## src/wbgm_pkg.sv

```systemverilog
// ============================================================================
// wbgm_pkg: shared types and constants of the bytecode gas meter
// Parse phase codes, the beat passed from front to back, and the opcode cost table.
// ============================================================================
package wbgm_pkg;

    localparam int PhaseW = 5;

    localparam logic [PhaseW-1:0] PH_HDR        = 5'd0;
    localparam logic [PhaseW-1:0] PH_SEC_ID     = 5'd1;
    localparam logic [PhaseW-1:0] PH_SEC_LEN    = 5'd2;
    localparam logic [PhaseW-1:0] PH_SKIP_SEC   = 5'd3;
    localparam logic [PhaseW-1:0] PH_FCOUNT     = 5'd4;
    localparam logic [PhaseW-1:0] PH_BODY_LEN   = 5'd5;
    localparam logic [PhaseW-1:0] PH_LOC_COUNT  = 5'd6;
    localparam logic [PhaseW-1:0] PH_LOC_N      = 5'd7;
    localparam logic [PhaseW-1:0] PH_LOC_TYPE   = 5'd8;
    localparam logic [PhaseW-1:0] PH_OPCODE     = 5'd9;
    localparam logic [PhaseW-1:0] PH_IMM1       = 5'd10;
    localparam logic [PhaseW-1:0] PH_IMM2       = 5'd11;
    localparam logic [PhaseW-1:0] PH_CI_LEB     = 5'd12;
    localparam logic [PhaseW-1:0] PH_CI_TAB     = 5'd13;
    localparam logic [PhaseW-1:0] PH_BRT_COUNT  = 5'd14;
    localparam logic [PhaseW-1:0] PH_BRT_TARGET = 5'd15;
    localparam logic [PhaseW-1:0] PH_SKIP_IMM   = 5'd16;
    localparam logic [PhaseW-1:0] PH_STOPPED    = 5'd17;

    localparam logic [1:0] OUT_PARSED = 2'd0;
    localparam logic [1:0] OUT_SHORT  = 2'd1;
    localparam logic [1:0] OUT_MAGIC  = 2'd2;

    localparam logic [7:0] CODE_SECTION_ID = 8'd10;
    localparam logic [3:0] LEB_MAX_BYTES   = 4'd10;

    // one classified byte from the front
    typedef struct packed {
        logic [7:0] data;
        logic       last;
        logic       first;     // first byte of an image
        logic [3:0] hdr_idx;   // position 0..7, 8 means past the header
    } beat_t;

    function automatic logic [9:0] opcode_cost(input logic [7:0] op);
        logic [9:0] c;
        c = 10'd1;
        if (op <= 8'h11) begin
            if (op == 8'h10) c = 10'd10;
            else if (op == 8'h11) c = 10'd15;
            else c = 10'd5;
        end else if (op >= 8'h28 && op <= 8'h3E) c = 10'd3;
        else if (op == 8'h3F) c = 10'd2;
        else if (op == 8'h40) c = 10'd1000;
        else if (op >= 8'h45 && op <= 8'h66) c = 10'd2;
        else if (op >= 8'h67 && op <= 8'hA6) begin
            if (op == 8'h6D || op == 8'h6E || op == 8'h6F || op == 8'h7F ||
                op == 8'h80 || op == 8'h81 || op == 8'h95 || op == 8'hA3)
                c = 10'd10;
            else c = 10'd2;
        end else if (op >= 8'hA7 && op <= 8'hC4) c = 10'd3;
        return c;
    endfunction

endpackage

```

## src/wbgm_front.sv

```systemverilog
// ============================================================================
// wbgm_front: byte intake
// Accepts image bytes and tags each with its header position and first mark.
// ============================================================================
module wbgm_front (
    input  logic                clk,
    input  logic                rst_n,
    input  logic                valid,
    output logic                stall,
    input  logic [7:0]          data_byte,
    input  logic                final_byte,
    output logic                q_valid,
    input  logic                q_full,
    output wbgm_pkg::beat_t     q_beat
);

    logic [3:0] pos_reg, pos_next;

    assign stall   = q_full;
    assign q_valid = valid;

    always_comb
    begin
        q_beat.data    = data_byte;
        q_beat.last    = final_byte;
        q_beat.first   = (pos_reg == 4'd0);
        q_beat.hdr_idx = pos_reg;
        pos_next       = pos_reg;
        if (final_byte) pos_next = 4'd0;
        else if (pos_reg != 4'd8) pos_next = pos_reg + 4'd1;
    end

    always_ff @(posedge clk or negedge rst_n)
    begin
        if (!rst_n) pos_reg <= 4'd0;
        else if (valid && !q_full) pos_reg <= pos_next;
    end

endmodule

```

## src/wbgm_fifo.sv

```systemverilog
// ============================================================================
// wbgm_fifo: two-entry queue between intake and parser
// Register-based queue carrying classified beats.
// ============================================================================
module wbgm_fifo (
    input  logic            clk,
    input  logic            rst_n,
    input  logic            wr,
    input  wbgm_pkg::beat_t wdata,
    output logic            full,
    output logic            not_empty,
    input  logic            rd,
    output wbgm_pkg::beat_t rdata
);

    wbgm_pkg::beat_t mem_reg [2];
    logic            wp_reg, rp_reg;
    logic [1:0]      cnt_reg;

    assign full      = (cnt_reg == 2'd2);
    assign not_empty = (cnt_reg != 2'd0);
    assign rdata     = mem_reg[rp_reg];

    always_ff @(posedge clk)
    begin
        if (wr && !full) mem_reg[wp_reg] <= wdata;
    end

    always_ff @(posedge clk or negedge rst_n)
    begin
        if (!rst_n)
        begin
            wp_reg  <= 1'b0;
            rp_reg  <= 1'b0;
            cnt_reg <= 2'd0;
        end
        else
        begin
            if (wr && !full) wp_reg <= ~wp_reg;
            if (rd && not_empty) rp_reg <= ~rp_reg;
            cnt_reg <= cnt_reg + {1'b0, wr && !full} - {1'b0, rd && not_empty};
        end
    end

endmodule

```

## src/wbgm_back.sv

```systemverilog
// ============================================================================
// wbgm_back: section and body parser
// Parses one queued beat per cycle unless stalled, and produces the result.
// ============================================================================
module wbgm_back #(
    parameter int LENGTH_BITS = 32
) (
    input  logic            clk,
    input  logic            rst_n,
    input  logic            q_valid,
    output logic            q_rd,
    input  wbgm_pkg::beat_t q_beat,
    output logic            valid,
    input  logic            stall,
    output logic [63:0]     gas_total,
    output logic [1:0]      outcome
);

    localparam logic [LENGTH_BITS-1:0] CountMax = '1;

    logic [LENGTH_BITS-1:0] cnt_reg, cnt_next;
    logic [4:0]  ph_reg, ph_next;
    logic        magic_reg, magic_next;
    logic [63:0] acc_reg, acc_next;
    logic [3:0]  li_reg, li_next;
    logic [63:0] sec_reg, sec_next;
    logic [63:0] fn_reg, fn_next;
    logic [63:0] body_reg, body_next;
    logic [63:0] loc_reg, loc_next;
    logic [63:0] tgt_reg, tgt_next;
    logic [3:0]  skip_reg, skip_next;
    logic [63:0] gas_reg, gas_next;
    logic        code_reg, code_next;
    logic        ov_reg;
    logic [63:0] gas_out_reg;
    logic [1:0]  oc_reg;
    logic        res_ok;

    logic [7:0]  b;
    logic        go_en, fire;
    logic [4:0]  go_ph;
    logic [63:0] acc_fed;
    logic [3:0]  li_fed;
    logic        leb_done;
    logic [63:0] cnt64;
    logic [5:0]  sh;
    logic [4:0]  b_ph;
    logic        b_go;

    // only the last beat of an image waits for the result slot
    assign res_ok = !ov_reg || !stall;
    assign q_rd   = q_valid && (res_ok || !q_beat.last);
    assign fire   = q_rd;
    assign b      = q_beat.data;

    always_comb
    begin
        // state restarts at the first byte of each image
        logic [LENGTH_BITS-1:0] c0;
        logic        m0;
        logic [4:0]  p0;
        logic [63:0] a0;
        logic [3:0]  i0;
        logic [63:0] s0, f0, bd0, l0, t0, g0;
        logic [3:0]  k0;
        logic        cd0;
        c0 = cnt_reg; m0 = magic_reg; p0 = ph_reg; a0 = acc_reg; i0 = li_reg;
        s0 = sec_reg; f0 = fn_reg; bd0 = body_reg; l0 = loc_reg; t0 = tgt_reg;
        g0 = gas_reg; k0 = skip_reg; cd0 = code_reg;
        if (q_beat.first)
        begin
            c0 = '0; m0 = 1'b1; p0 = wbgm_pkg::PH_HDR; a0 = '0; i0 = '0;
            s0 = '0; f0 = '0; bd0 = '0; l0 = '0; t0 = '0; g0 = '0; k0 = '0;
            cd0 = 1'b0;
        end

        cnt_next = (c0 < CountMax) ? c0 + 1'b1 : c0;
        magic_next = m0; acc_next = a0; li_next = i0; sec_next = s0; fn_next = f0;
        body_next = bd0; loc_next = l0; tgt_next = t0; skip_next = k0;
        gas_next = g0; code_next = cd0;
        go_en = 1'b0; go_ph = p0;
        b_go = 1'b0; b_ph = p0;

        sh       = 6'((7 * 32'(i0)) & 63);
        acc_fed  = a0 | (64'(b[6:0]) << sh);
        li_fed   = i0 + 4'd1;
        leb_done = !b[7] || (li_fed >= wbgm_pkg::LEB_MAX_BYTES);

        unique case (p0)
            wbgm_pkg::PH_HDR:
            begin
                if (i0 == 4'd0 && q_beat.hdr_idx < 4'd4)
                begin
                    unique case (q_beat.hdr_idx[1:0])
                        2'd0: if (b != 8'h00) m0 = 1'b0;
                        2'd1: if (b != 8'h61) m0 = 1'b0;
                        2'd2: if (b != 8'h73) m0 = 1'b0;
                        default: if (b != 8'h6D) m0 = 1'b0;
                    endcase
                end
                magic_next = m0;
                if (q_beat.hdr_idx >= 4'd7)
                begin
                    go_en = 1'b1; go_ph = wbgm_pkg::PH_SEC_ID;
                end
            end
            wbgm_pkg::PH_SEC_ID:
            begin
                code_next = (b == wbgm_pkg::CODE_SECTION_ID);
                go_en = 1'b1; go_ph = wbgm_pkg::PH_SEC_LEN;
            end
            wbgm_pkg::PH_SEC_LEN:
            begin
                acc_next = acc_fed; li_next = li_fed;
                if (leb_done)
                begin
                    sec_next = acc_fed; go_en = 1'b1;
                    if (cd0) go_ph = (acc_fed == 0) ? wbgm_pkg::PH_STOPPED
                                                    : wbgm_pkg::PH_FCOUNT;
                    else go_ph = (acc_fed == 0) ? wbgm_pkg::PH_SEC_ID
                                                : wbgm_pkg::PH_SKIP_SEC;
                end
            end
            wbgm_pkg::PH_SKIP_SEC:
            begin
                if (s0 != 0) sec_next = s0 - 1;
                if (sec_next == 0)
                begin
                    go_en = 1'b1; go_ph = wbgm_pkg::PH_SEC_ID;
                end
            end
            wbgm_pkg::PH_FCOUNT:
            begin
                if (s0 != 0) sec_next = s0 - 1;
                acc_next = acc_fed; li_next = li_fed;
                if (leb_done || sec_next == 0)
                begin
                    go_en = 1'b1;
                    if (acc_fed == 0 || sec_next == 0)
                    begin
                        go_ph = (sec_next == 0) ? wbgm_pkg::PH_SEC_ID
                                                : wbgm_pkg::PH_SKIP_SEC;
                        fn_next = acc_fed;
                    end
                    else
                    begin
                        fn_next = acc_fed - 1; go_ph = wbgm_pkg::PH_BODY_LEN;
                    end
                end
            end
            wbgm_pkg::PH_BODY_LEN:
            begin
                if (s0 != 0) sec_next = s0 - 1;
                acc_next = acc_fed; li_next = li_fed;
                if (leb_done || sec_next == 0)
                begin
                    body_next = (acc_fed < sec_next) ? acc_fed : sec_next;
                    go_en = 1'b1; go_ph = wbgm_pkg::PH_LOC_COUNT;
                    if (body_next == 0)
                    begin
                        if (f0 == 0 || sec_next == 0)
                            go_ph = (sec_next == 0) ? wbgm_pkg::PH_SEC_ID
                                                    : wbgm_pkg::PH_SKIP_SEC;
                        else
                        begin
                            fn_next = f0 - 1; go_ph = wbgm_pkg::PH_BODY_LEN;
                        end
                    end
                end
            end
            wbgm_pkg::PH_STOPPED:
            begin
            end
            default:
            begin
                // inside a function body
                if (s0 != 0) sec_next = s0 - 1;
                if (bd0 != 0) body_next = bd0 - 1;
                case (p0)
                    wbgm_pkg::PH_LOC_COUNT:
                    begin
                        acc_next = acc_fed; li_next = li_fed;
                        if (leb_done)
                        begin
                            b_go = 1'b1;
                            if (acc_fed == 0) b_ph = wbgm_pkg::PH_OPCODE;
                            else
                            begin
                                loc_next = acc_fed - 1; b_ph = wbgm_pkg::PH_LOC_N;
                            end
                            if (acc_fed == 0) loc_next = acc_fed;
                        end
                    end
                    wbgm_pkg::PH_LOC_N, wbgm_pkg::PH_IMM1, wbgm_pkg::PH_IMM2,
                    wbgm_pkg::PH_CI_LEB:
                    begin
                        acc_next = acc_fed; li_next = li_fed;
                        if (leb_done)
                        begin
                            b_go = 1'b1;
                            case (p0)
                                wbgm_pkg::PH_LOC_N:  b_ph = wbgm_pkg::PH_LOC_TYPE;
                                wbgm_pkg::PH_IMM1:   b_ph = wbgm_pkg::PH_OPCODE;
                                wbgm_pkg::PH_IMM2:   b_ph = wbgm_pkg::PH_IMM1;
                                default:             b_ph = wbgm_pkg::PH_CI_TAB;
                            endcase
                        end
                    end
                    wbgm_pkg::PH_LOC_TYPE:
                    begin
                        b_go = 1'b1;
                        if (l0 == 0) b_ph = wbgm_pkg::PH_OPCODE;
                        else
                        begin
                            loc_next = l0 - 1; b_ph = wbgm_pkg::PH_LOC_N;
                        end
                    end
                    wbgm_pkg::PH_OPCODE:
                    begin
                        gas_next = g0 + 64'(wbgm_pkg::opcode_cost(b));
                        b_go = 1'b1; b_ph = wbgm_pkg::PH_OPCODE;
                        if (b == 8'h0C || b == 8'h0D || b == 8'h10 ||
                            (b >= 8'h20 && b <= 8'h24) || b == 8'h41 || b == 8'h42)
                            b_ph = wbgm_pkg::PH_IMM1;
                        else if (b == 8'h0E) b_ph = wbgm_pkg::PH_BRT_COUNT;
                        else if (b == 8'h11) b_ph = wbgm_pkg::PH_CI_LEB;
                        else if (b >= 8'h28 && b <= 8'h40) b_ph = wbgm_pkg::PH_IMM2;
                        else if (b == 8'h43)
                        begin
                            skip_next = 4'd4; b_ph = wbgm_pkg::PH_SKIP_IMM;
                        end
                        else if (b == 8'h44)
                        begin
                            skip_next = 4'd8; b_ph = wbgm_pkg::PH_SKIP_IMM;
                        end
                    end
                    wbgm_pkg::PH_CI_TAB:
                    begin
                        b_go = 1'b1; b_ph = wbgm_pkg::PH_OPCODE;
                    end
                    wbgm_pkg::PH_BRT_COUNT:
                    begin
                        acc_next = acc_fed; li_next = li_fed;
                        if (leb_done)
                        begin
                            tgt_next = acc_fed; b_go = 1'b1;
                            b_ph = wbgm_pkg::PH_BRT_TARGET;
                        end
                    end
                    wbgm_pkg::PH_BRT_TARGET:
                    begin
                        acc_next = acc_fed; li_next = li_fed;
                        if (leb_done)
                        begin
                            b_go = 1'b1; b_ph = wbgm_pkg::PH_BRT_TARGET;
                            if (t0 == 0) b_ph = wbgm_pkg::PH_OPCODE;
                            else tgt_next = t0 - 1;
                        end
                    end
                    default:
                    begin
                        if (k0 != 0) skip_next = k0 - 4'd1;
                        if (skip_next == 0)
                        begin
                            b_go = 1'b1; b_ph = wbgm_pkg::PH_OPCODE;
                        end
                    end
                endcase
                go_en = b_go; go_ph = b_ph;
                if (body_next == 0)
                begin
                    go_en = 1'b1;
                    if (fn_next == 0 || sec_next == 0)
                        go_ph = (sec_next == 0) ? wbgm_pkg::PH_SEC_ID
                                                : wbgm_pkg::PH_SKIP_SEC;
                    else
                    begin
                        fn_next = fn_next - 1; go_ph = wbgm_pkg::PH_BODY_LEN;
                    end
                end
            end
        endcase

        ph_next = go_en ? go_ph : p0;
        if (go_en)
        begin
            acc_next = '0; li_next = '0;
        end
        cnt64 = 64'(cnt_next);
    end

    always_ff @(posedge clk or negedge rst_n)
    begin
        if (!rst_n)
        begin
            cnt_reg <= '0; ph_reg <= wbgm_pkg::PH_HDR; magic_reg <= 1'b1;
            acc_reg <= '0; li_reg <= '0; sec_reg <= '0; fn_reg <= '0;
            body_reg <= '0; loc_reg <= '0; tgt_reg <= '0; skip_reg <= '0;
            gas_reg <= '0; code_reg <= 1'b0; ov_reg <= 1'b0;
        end
        else
        begin
            if (fire && q_beat.last) ov_reg <= 1'b1;
            else if (!stall) ov_reg <= 1'b0;
            if (fire)
            begin
                cnt_reg <= cnt_next; ph_reg <= ph_next; magic_reg <= magic_next;
                acc_reg <= acc_next; li_reg <= li_next; sec_reg <= sec_next;
                fn_reg <= fn_next; body_reg <= body_next; loc_reg <= loc_next;
                tgt_reg <= tgt_next; skip_reg <= skip_next; gas_reg <= gas_next;
                code_reg <= code_next;
            end
        end
    end

    always_ff @(posedge clk)
    begin
        if (fire && q_beat.last)
        begin
            if (cnt64 < 64'd8)
            begin
                gas_out_reg <= cnt64 * 64'd10; oc_reg <= wbgm_pkg::OUT_SHORT;
            end
            else if (!magic_next)
            begin
                gas_out_reg <= cnt64 * 64'd10; oc_reg <= wbgm_pkg::OUT_MAGIC;
            end
            else
            begin
                gas_out_reg <= gas_next + cnt64; oc_reg <= wbgm_pkg::OUT_PARSED;
            end
        end
    end

    assign valid     = ov_reg;
    assign gas_total = gas_out_reg;
    assign outcome   = oc_reg;

endmodule

```

## src/wasm_bytecode_gas_meter.sv

```systemverilog
// ============================================================================
// wasm_bytecode_gas_meter: gas meter for a streamed module image
// Top level: intake, beat queue and parser with registered result.
// ============================================================================
// one byte a cycle while the queue has room: the intake tags each byte, a
// two-entry queue decouples it from the parser, and the parser's state machine
// handles one queued byte per cycle; the result is registered at the edge that
// parses the last byte and is held in an output register; only the last byte of
// the next image waits for it, so the rest of that image can stream in
// meanwhile
module wasm_bytecode_gas_meter #(
    parameter int LENGTH_BITS = 32
) (
    input  logic        clk,
    input  logic        rst_n,
    input  logic        in_valid,
    output logic        in_stall,
    input  logic [7:0]  data_byte,
    input  logic        final_byte,
    output logic        out_valid,
    input  logic        out_stall,
    output logic [63:0] gas_total,
    output logic [1:0]  outcome
);

    wbgm_pkg::beat_t wbeat, rbeat;
    logic            wr, full, not_empty, rd;

    wbgm_front u_front (
        .clk(clk), .rst_n(rst_n), .valid(in_valid), .stall(in_stall),
        .data_byte(data_byte), .final_byte(final_byte),
        .q_valid(wr), .q_full(full), .q_beat(wbeat)
    );

    wbgm_fifo u_fifo (
        .clk(clk), .rst_n(rst_n), .wr(wr), .wdata(wbeat), .full(full),
        .not_empty(not_empty), .rd(rd), .rdata(rbeat)
    );

    wbgm_back #(.LENGTH_BITS(LENGTH_BITS)) u_back (
        .clk(clk), .rst_n(rst_n), .q_valid(not_empty), .q_rd(rd), .q_beat(rbeat),
        .valid(out_valid), .stall(out_stall), .gas_total(gas_total),
        .outcome(outcome)
    );

`ifndef NO_ASSERTIONS
    a_outcome: assert property (@(posedge clk) disable iff (!rst_n)
        out_valid |-> (outcome == wbgm_pkg::OUT_PARSED ||
                       outcome == wbgm_pkg::OUT_SHORT ||
                       outcome == wbgm_pkg::OUT_MAGIC))
        else $error("outcome code out of range");
    a_hold: assert property (@(posedge clk) disable iff (!rst_n)
        out_valid && out_stall |=> out_valid && $stable(gas_total))
        else $error("stalled result changed");
    a_nostall: assert property (@(posedge clk) disable iff (!rst_n)
        !full |-> !in_stall)
        else $error("input stalled with queue space");
`endif

endmodule
```

## config.mk

```make
export PLATFORM = sky130hd
export DESIGN_NAME = wasm_bytecode_gas_meter
export DESIGN_NICKNAME = d
export VERILOG_FILES = /design/src/wbgm_pkg.sv /design/src/wbgm_front.sv /design/src/wbgm_fifo.sv /design/src/wbgm_back.sv /design/src/wasm_bytecode_gas_meter.sv
export SDC_FILE = /design/constraint.sdc
export NUM_CORES = 2
export LEC_CHECK = 0
export BUFFER_PORTS_ARGS = -buffer_cell sky130_fd_sc_hd__buf_4
export CORE_MARGIN = 2
export CORE_UTILIZATION = 35
export CTS_CLUSTER_DIAMETER = 100
export DETAILED_ROUTE_END_ITERATION = 10
export PLACE_DENSITY = 0.46
export SLEW_MARGIN = 20
export SYNTH_ARGS = -nofsm -noshare
export SYNTH_HDL_FRONTEND = slang
export SYNTH_SLANG_ARGS = --single-unit
```

## constraint.sdc

```tcl
create_clock -name clk -period 31.2 [get_ports clk]
set_input_delay 4.68 -clock clk [delete_from_list [all_inputs] [get_ports clk]]
set_output_delay 4.68 -clock clk [all_outputs]
set_load 0.05 [all_outputs]
```

==> results.sh <==
export IMPL_start_util_pct=35.21
export IMPL_die_area_sq_mm=0.1560
export IMPL_core_rowCount=143
export IMPL_grt_pass1_wl_um=408100
export IMPL_dpl_instance_area_sq_mm=0.05647
export IMPL_worst_slew_pin_slew_ns=1.253
export IMPL_drv_cap=0
export IMPL_fp_dieH_um=394.9
export IMPL_grt_start_max_net_pins=137
export IMPL_syn_area_per_cell_sq_um=7.534
export IMPL_power_density_mw_per_mm2=118.6
export IMPL_nNetsFinal=7190
export IMPL_crit_type="reg -> reg"
export IMPL_comb_power_share_pct=70.7
export IMPL_cp_arrival_ns=13.30
export IMPL_synth_area_sq_mm=0.05348
export IMPL_wl_met1_um=116100
export IMPL_min_period_ns=12.70
export IMPL_slew_headroom_pct=15.86
export IMPL_p_int_mw=2.846
export IMPL_critPathTopFamily="buffers and inverters"
export IMPL_slowest_stage="dfrtp_2"
export IMPL_peakVddDrop_v=0.0001913
export IMPL_status="finished clean"
export IMPL_viasPerCell=6.548
export IMPL_wl_um=284400
export IMPL_die_w_um=394.9
export IMPL_fmax_ghz=0.07874
export IMPL_drc=0
export IMPL_clkLatencyLatePin_ns=0.72
export IMPL_endpoint_kind="register"
export IMPL_cp_num_buf_inv=5
export IMPL_yosysWarnings=0
export IMPL_grt_util_all_layers_pct=35.19
export IMPL_gp_congestion=1.076
export IMPL_wl_met2_um=123100
export IMPL_ys_flop_type="dfrtp_1"
export IMPL_layout_commonest_cell="nand2_1"
export IMPL_p_switching_mw=4.194
export IMPL_ys_ff_latch=598
export IMPL_cts_setup_buffers=0
export IMPL_cts_tree="yes"
export IMPL_hold_path_class="reg -> reg"
export IMPL_postRouteAntennaNets=0
export IMPL_finalMaxSlewViolations=0
export IMPL_numPortBuffers=80
export IMPL_io_pins=81
export IMPL_design_area_sq_mm=0.05938
export IMPL_drtIter0Drc=6884
export IMPL_met3_wirelength_um=23280
export IMPL_cts_root_buf="clkbuf_16"
export IMPL_syn_inst=7099
export IMPL_finClkSkew_ns=0.02464
export IMPL_worstSetupStartpointType="register"
export IMPL_async_flop_share_pct=84.28
export IMPL_highest_layer="met5"
export IMPL_post_cts_resized=0
export IMPL_yosysUniqueCellTypes=119
export IMPL_synth_fp_nets=7307
export IMPL_antenna_found_initial=12
export IMPL_p_clk_share_pct=14.7
export IMPL_rsz0062_at_grt="no"
export IMPL_cts_htree_levels=3
export IMPL_overflow=0
export IMPL_wl_per_cell_um=31.31
export IMPL_critPathMaxStageDelay_ns=0.97
export IMPL_clk_path_buf_depth=3
export IMPL_power_frac_seq_pct=14.6
export IMPL_cts_clk_slew_worst_paths_ns=0.06
export IMPL_ys_seq_area_share_pct=28.86
export IMPL_setup_violations=0
export IMPL_dr_pass1_iters=6
export IMPL_power_switching_share_pct=59.58
export IMPL_hold_viol=0
export IMPL_fin_tns_setup_ns=0
export IMPL_nFillCells=15890
export IMPL_area_growth_pct=11.03
export IMPL_critPathRequiredTime_ns=31.80
export IMPL_core_area_sq_mm=0.1519
export IMPL_crit_fanout=60
export IMPL_hpwl_um=206000
export IMPL_cts_made_buffers=84
export IMPL_drive_gt1_share_pct=8.455
export IMPL_fin_crit_sh_pct=40.71
export IMPL_grt_pass1_vias=55200
export IMPL_vias=59490
export IMPL_clock_sinks=598
export IMPL_final_cell_mix="nand2_1 (969), nor2_1 (667), o21ai_0 (620), dfrtp_1 (502), a21oi_1 (499)"
export IMPL_cts_hold_buf=0
export IMPL_synth_edf_count=94
export IMPL_p_leak_nw=24.58
power groups by stage:
| stage | logic (mW) | registers, mW | clock network (mW) |
|---|---|---|---|
| floorplan | 2.90 | 1.08 | 0 |
| finish | 4.98 | 1.03 | 1.04 |
| detailed placement | 4.77 | 1.04 | 0 |
| global route | 5.19 | 1.04 | 1.08 |
| CTS | 4.79 | 1.02 | 1.06 |
| global placement | 4.80 | 1.04 | 0 |
tightest hold or removal path: cells and delay by family (launching register included):
family	cells	cell delay [ns]
and+or+nand+nor	2	0.10
DFF	1	0.37
per-stage QoR:
step           hold slack, ns  instances  setup WS [ns]  util (%)  power [mW]
5_1_grt                0.4841       9079          17.89     39.08       7.313
3_3_place_gp           0.4486       8923          19.14     37.15       5.834
4_1_cts                0.4734       9079          18.83     39.08       6.872
2_1_floorplan          0.4375       7099          20.19         -       3.983
3_5_place_dp           0.4598       8926          18.82     37.18       5.806
6_report               0.4679       9085          18.50     39.09       7.040
cell type report:
cell class              instances  area (sq um)  area share [%]
diodes                          6         15.01         0.02528
clock buffers                 112          2340           3.940
clock inverters                41         545.5          0.9186
inverters                     167         634.4           1.068
multi-input cells            5836         35610           59.97
flip-flops and latches        598         15440           26.00
well taps                    2030          2540           4.277
repair buffers                295          2262           3.809
layer usage:
layer | global-route usage (%) | vias to the layer above
met1 | 45.87 | 29280
met4 | 23.36 | 8
met3 | 6.241 | 670
met2 | 53.25 | 3169
li1 | - | 26360
met5 | 0 | -
final timing paths:
path,start,endpoint,slack (ns),depth (start not counted)
worst max register to register,u_fifo.rp_reg,u_back.fn_reg[31],18.50,26
worst min register to register,u_back.magic_reg,u_back.magic_reg,0.47,2
max in group asynchronous,rst_n,u_back.skip_reg[0],24.31,4
worst max-delay path,u_fifo.rp_reg,u_back.fn_reg[31],18.50,26
worst min-delay path,u_back.magic_reg,u_back.magic_reg,0.47,2
min in group asynchronous,rst_n,u_back.tgt_reg[4],3.94,1
synth_stat cells (50+ instances only):
master	n	share of area, %
a21o_1	96	1.3
ha_1	188	4.4
and2_1	59	0.69
dfrtp_1	503	24
edfxtp_1	94	5.3
o211ai_1	53	0.74
nand3_1	212	2.0
nor3_1	250	2.3
nor2_1	677	4.8
nand2b_1	53	0.62
buf_2	60	0.56
a22oi_1	103	1.4
nand2_1	974	6.8
clkbuf_1	359	2.5
o22ai_1	152	1.8
or3_1	94	1.1
o21ai_0	625	5.8
a31oi_1	106	1.2
inv_1	157	1.1
a22o_1	159	2.6
nand4_1	112	1.3
xor2_1	104	1.7
or4_1	50	0.70
xnor2_1	199	3.3
and3_1	69	0.81
a21oi_1	501	4.7
o31ai_1	59	0.83
buf_1	53	0.37
mux2i_1	54	1.0
nor4_1	125	1.5
kinds of logic after synthesis:
logic type | after synthesis | synth area share (%)
compound gates | 2390 | 29.25
flops | 598 | 28.86
simple gates | 2864 | 25.49
mux | 84 | 1.696
xor+xnor | 303 | 4.962
fa+ha+maj | 195 | 4.660
buf+inv | 665 | 5.079
Power figures use the tool's default switching activity.
